## config.mk

```make
export PLATFORM = sky130hd
export DESIGN_NAME = lavm_front
export DESIGN_NICKNAME = d
export VERILOG_FILES = /design/src/lavm_pkg.sv /design/src/lavm_front.sv
export SDC_FILE = /design/constraint.sdc
export NUM_CORES = 1
export LEC_CHECK = 0
export BUFFER_PORTS_ARGS = -buffer_cell sky130_fd_sc_hd__buf_2
export CAP_MARGIN = 20
export CORE_AREA = 10 10 235 237
export CTS_CLUSTER_DIAMETER = 120
export DETAILED_ROUTE_END_ITERATION = 8
export DIE_AREA = 0 0 245 247
export HOLD_SLACK_MARGIN = 0.12
export PLACE_DENSITY = 0.84
export SLEW_MARGIN = 20
export SYNTH_ARGS = -nofsm -noshare
export SYNTH_HDL_FRONTEND = slang
export SYNTH_SLANG_ARGS = --single-unit
```

## constraint.sdc

```tcl
create_clock -name clk -period 25.9 [get_ports clk]
set_input_delay 2.59 -clock clk [delete_from_list [all_inputs] [get_ports clk]]
set_output_delay 2.59 -clock clk [all_outputs]
set_load 0.005 [all_outputs]
```

## src/lavm_pkg.sv

```systemverilog
// Shared types, widths and helper functions for the look-at view matrix core.
package lavm_pkg;

    localparam int WW = 32;    // Q16.16 word
    localparam int DW = 33;    // eye minus target
    localparam int NW = 50;    // unnormalized vector component
    localparam int UW = 18;    // unit component, at most 1.0
    localparam int ONE_Q16 = 65536;

    localparam logic [1:0] LAST_COL = 2'd3;

    typedef logic signed [WW-1:0] word_t;
    typedef logic signed [DW-1:0] diff_t;
    typedef logic signed [NW-1:0] vec_t;
    typedef logic signed [UW-1:0] unit_t;

    typedef word_t [2:0] word3_t;
    typedef diff_t [2:0] diff3_t;
    typedef vec_t  [2:0] vec3_t;
    typedef unit_t [2:0] unit3_t;

    typedef struct packed {
        word_t eye_x;
        word_t eye_y;
        word_t eye_z;
        word_t target_x;
        word_t target_y;
        word_t target_z;
        word_t up_x;
        word_t up_y;
        word_t up_z;
    } in_t;

    typedef struct packed {
        logic [1:0] column_index;
        word_t      row0_value;
        word_t      row1_value;
        word_t      row2_value;
        word_t      row3_value;
        logic       last_beat;
    } out_t;

    // one queued request: eye, forward direction, up
    typedef struct packed {
        word3_t eye;
        diff3_t dir;
        word3_t up;
    } item_t;

    // cross product a x b as six products, two per component, second one subtracted
    function automatic logic [1:0] cross_a_idx(input logic [2:0] s);
        logic [1:0] r;
        case (s)
            3'd0:    r = 2'd1;
            3'd1:    r = 2'd2;
            3'd2:    r = 2'd2;
            3'd3:    r = 2'd0;
            3'd4:    r = 2'd0;
            3'd5:    r = 2'd1;
            default: r = 2'd0;
        endcase
        return r;
    endfunction

    function automatic logic [1:0] cross_b_idx(input logic [2:0] s);
        logic [1:0] r;
        case (s)
            3'd0:    r = 2'd2;
            3'd1:    r = 2'd1;
            3'd2:    r = 2'd0;
            3'd3:    r = 2'd2;
            3'd4:    r = 2'd1;
            3'd5:    r = 2'd0;
            default: r = 2'd0;
        endcase
        return r;
    endfunction

    // negate a Q18.32 dot product, round half up to Q16.16, saturate
    function automatic word_t round_sat(input vec_t s);
        logic signed [NW:0]    v;
        logic signed [NW-16:0] r;
        word_t                 q;
        v = $signed((NW+1)'(32768)) - $signed({s[NW-1], s});
        r = $signed(v[NW:16]);
        if (!r[NW-16] && (|r[NW-17:WW-1])) begin
            q = {1'b0, {(WW-1){1'b1}}};
        end else if (r[NW-16] && !(&r[NW-17:WW-1])) begin
            q = {1'b1, {(WW-1){1'b0}}};
        end else begin
            q = r[WW-1:0];
        end
        return q;
    endfunction

endpackage

```

## src/lavm_front.sv

```systemverilog
// Front end: request intake, forward direction, two-entry queue to the back end.
module lavm_front (
    input  logic             clk,
    input  logic             rst_n,
    input  logic             in_valid,
    output logic             in_ready,
    input  lavm_pkg::in_t    in_data,
    output logic             q_valid,
    input  logic             q_pop,
    output lavm_pkg::item_t  q_item
);

    lavm_pkg::item_t ent_reg [2];
    logic            wr_ptr_reg;
    logic            rd_ptr_reg;
    logic [1:0]      cnt_reg;
    lavm_pkg::item_t push_item;
    logic            push;
    logic            pop;

    assign in_ready = (cnt_reg != 2'd2);
    assign q_valid  = (cnt_reg != 2'd0);
    assign push     = in_valid && in_ready;
    assign pop      = q_pop && q_valid;
    assign q_item   = ent_reg[rd_ptr_reg];

    always_comb
    begin
        push_item.eye = {in_data.eye_z, in_data.eye_y, in_data.eye_x};
        push_item.up  = {in_data.up_z, in_data.up_y, in_data.up_x};
        push_item.dir[0] = lavm_pkg::diff_t'(in_data.eye_x) - lavm_pkg::diff_t'(in_data.target_x);
        push_item.dir[1] = lavm_pkg::diff_t'(in_data.eye_y) - lavm_pkg::diff_t'(in_data.target_y);
        push_item.dir[2] = lavm_pkg::diff_t'(in_data.eye_z) - lavm_pkg::diff_t'(in_data.target_z);
    end

    always_ff @(posedge clk or negedge rst_n)
    begin
        if (!rst_n)
        begin
            wr_ptr_reg <= 1'b0;
            rd_ptr_reg <= 1'b0;
            cnt_reg    <= 2'd0;
        end
        else
        begin
            if (push)
            begin
                ent_reg[wr_ptr_reg] <= push_item;
                wr_ptr_reg          <= ~wr_ptr_reg;
            end
            if (pop)
            begin
                rd_ptr_reg <= ~rd_ptr_reg;
            end
            if (push && !pop)
            begin
                cnt_reg <= cnt_reg + 2'd1;
            end
            else if (pop && !push)
            begin
                cnt_reg <= cnt_reg - 2'd1;
            end
        end
    end

endmodule

```

==> results.md <==
* DRC violations left at 0
* Status: complete, no violations
* Clk buf depth at 3
* CTS H-tree lvls at 2
* CTS root buf: clkbuf_16
* Worst path max stage delay at between 0.9 and 1 ns
* Critical Path Slowest Stage Cell: buf_4
* Syn Area/Cell at roughly 15 µm²
* Global-route wire length before repair at 103,400 µm
* Final WL at roughly 70,000 µm
* Final Cycle Share at 0.2198
* Initial Utilization at 0.5241
* Via density at 5.592
* Io pins at ~600
* Total setup buffers inserted after CTS at 0
* EDFF count, synth at between 500 and 600
* P_leak at between 0.01 and 0.015 µW
* Area growth from synthesis to layout at 20.53%
* CTS tree: done
* Final core occ at 0.6317
* Slew headroom at 0.2407
* Final hold vios at 0
* CP required at around 26 ns
* Post-Syn Area at approximately 27,000 µm²
* CP Cell Sequence: buf_2 > and2_0 > nand2_1 > nor2_4 > buf_4 > buf_4 > buf_4
* Routability congestion estimate at about 0.92
* Clock Pin Slew Worst Setup and Hold Paths at roughly 0.06 ns
* Die W at around 250 µm
* Total negative slack at 0 ns
* Max_cap viols at 0
* Die ar. at slightly above 60,000 µm²
* Max FFs per register at 582
* Critical path arrival at a little under 6 ns
* Post-DR wirelength/cell at between 20 and 25 µm
* Critical Path Fanout Max at between 70 and 80
* # fillers at about 3,700
* Yosys reg bits at between 500 and 600
* CP most frequent cell: buf_4
* IO buf count at between 500 and 600
* Max-slew violation count at 0
* Layout Nets at approximately 2,800
* Routed Antenna Nets at 0
* CTS Hold Bufs at 0
* Syn Nets at 2,164
* Setup Crit Path Kind: input port to register
* Minimum clock period at approximately 5.7 ns
* CP Capture Type: register
* Final setup fails at 0
* Mapped Cells at about 1,800
* TritonCTS Sinks at 586
* HP Class: register to register
* Fmax at 0.1756 GHz
* Clock latency on the worst-skew pair at 0.60 ns
* Die Height at between 200 and 250 µm
* Prevailing post-synth register cell: edfxtp_1
* Row count at slightly above 80
* RSZ-0062 raised after global routing: no
* Distinct cells, synth at 66
* Ratio of total power to cell area at between 80 and 90 nW/µm²
* Initial antenna violation count at 9
* Via count at between 15,000 and 20,000
* Largest net degree at the start of global routing at about 170
* GRT Util Overall at 0.2184
* Post-DP HPWL at 50,450 µm
* Drt first pass iters at 5
* Yosys warns at 0
* Async SR Flop Fraction at 0.006826
* Worst Tran Pin Value at around 1.1 ns
* Vias in the first global route at approximately 18,000
* Core Region at ~51,000 µm²
* DR iter-0 viols at about 1,300
* Part of the Yosys area used for sequential elements at 0.6617
* Critical path launch point type: input port
* Inserted Clock Buffers at 58
* Clock Skew at 0.01284 ns
* Number of gates resized after cts at 0
* Ratio of cells with drive above 1 in the final layout at 0.4055
* Total gr overflow at 0
* VDD IR max at 97.41 µV
-- metrics by stage --
step / power (µW) / cell area (µm²) / setup slack [ns] / hold WS [ns] / cells
global route: 2993 / 32000 / 20.01 / 0.5252 / 3095
floorplan: 1783 / 26560 / 9.983 / 0.4559 / 1772
detailed placement: 2090 / 30190 / 19.65 / 0.5014 / 2985
global placement: 2072 / 30190 / 19.70 / 0.4762 / 2985
finish: 2864 / 32020 / 20.21 / 0.5164 / 3102
CTS: 2889 / 31980 / 20.14 / 0.5095 / 3092
-- metal layers --
layer,global-route usage,part of all wire
met5,0,0.00089
met4,0.07178,0.029
met3,0.06442,0.089
met2,0.3833,0.51
met1,0.2527,0.37
-- worst max-delay path: cells and delay by family --
kind                   cells  cell delay [ns]
buffers and inverters      4             2.61
and+or+nand+nor            3             0.47
-- cell type report --
type	count	area, µm²	area share
clock buffer	67	1485	0.04639
multi-input combinational	999	8277	0.2585
inverter	127	476.7	0.01489
clock inverter	40	310.3	0.009692
timing repair buffer	593	3010	0.09403
antenna	10	25.02	0.0007816
tap	680	850.8	0.02657
sequential	586	17580	0.5491
-- cell usage in the layout (no fill, tap or decap), drive strengths merged, types with 4 or more instances in the layout --
master	synthesis	layout
a211oi	12	12
a21o	26	26
a21oi	90	90
a221oi	4	4
a31oi	16	16
and3	5	5
buf	11	593
bufinv	0	4
clkbuf	49	67
clkinv	0	29
clkinvlp	0	4
dfrtp	4	4
diode	0	10
edfxtp	582	582
ha	97	97
inv	127	130
mux2	291	291
nand2	85	85
nand2b	11	11
nand3	23	23
nand4	20	20
nor2	52	52
nor2b	7	7
nor3	13	13
nor4	4	4
o2111ai	7	7
o211ai	9	9
o21a	16	16
o21ai	59	59
o21bai	8	8
or3	5	5
xnor2	53	53
xor2	38	38
-- cells by family (layout without fill, tap and decap cells) --
kind of cell / Yosys count / count (layout) / synth area share
DFF: 586 / 586 / 0.6617
muxes: 292 / 292 / 0.1237
AOI/OAI and AO/OA: 278 / 278 / 0.06736
and+or+nand+nor: 238 / 238 / 0.04206
buffers and inverters: 187 / 827 / 0.02718
adders and majority gates: 100 / 100 / 0.04795
xor gates and xnor gates: 91 / 91 / 0.03000
other: 0 / 10 / 0
-- worst paths after layout --
check,from,endpoint,slack [ns],depth (start not counted)
worst max-delay path,in_valid,ent_reg[0][282]$_DFFE_PP_,20.21,7
worst min-delay path,cnt_reg[1]$_DFFE_PN0P_,cnt_reg[1]$_DFFE_PN0P_,0.52,1
worst max register to register,cnt_reg[0]$_DFFE_PN0P_,ent_reg[0][282]$_DFFE_PP_,21.69,7
worst min register to register,cnt_reg[1]$_DFFE_PN0P_,cnt_reg[1]$_DFFE_PN0P_,0.52,1
max in group asynchronous,rst_n,rd_ptr_reg$_DFFE_PN0P_,23.95,1
min in group asynchronous,rst_n,rd_ptr_reg$_DFFE_PN0P_,1.80,1
-- synthesized netlist by cell type (20+ instances only) --
cell type | instances | area, µm²
edfxtp_1 | 582 | 17480
mux2_2 | 291 | 3277
inv_1 | 127 | 476.7
ha_1 | 97 | 1214
a21oi_1 | 88 | 440.4
nand2_1 | 85 | 319.1
xnor2_1 | 53 | 464.2
nor2_1 | 52 | 195.2
o21ai_0 | 51 | 255.2
clkbuf_1 | 47 | 176.4
xor2_1 | 38 | 332.8
a21o_1 | 26 | 195.2
nand3_1 | 23 | 115.1
nand4_1 | 20 | 125.1
-- power breakdown --
part           switching (µW)  internal (µW)
clock                     346            449
combinational             444            382
sequential               40.9           1200
total                     831           2030
No activity file was read; power rests on OpenSTA's default activity.
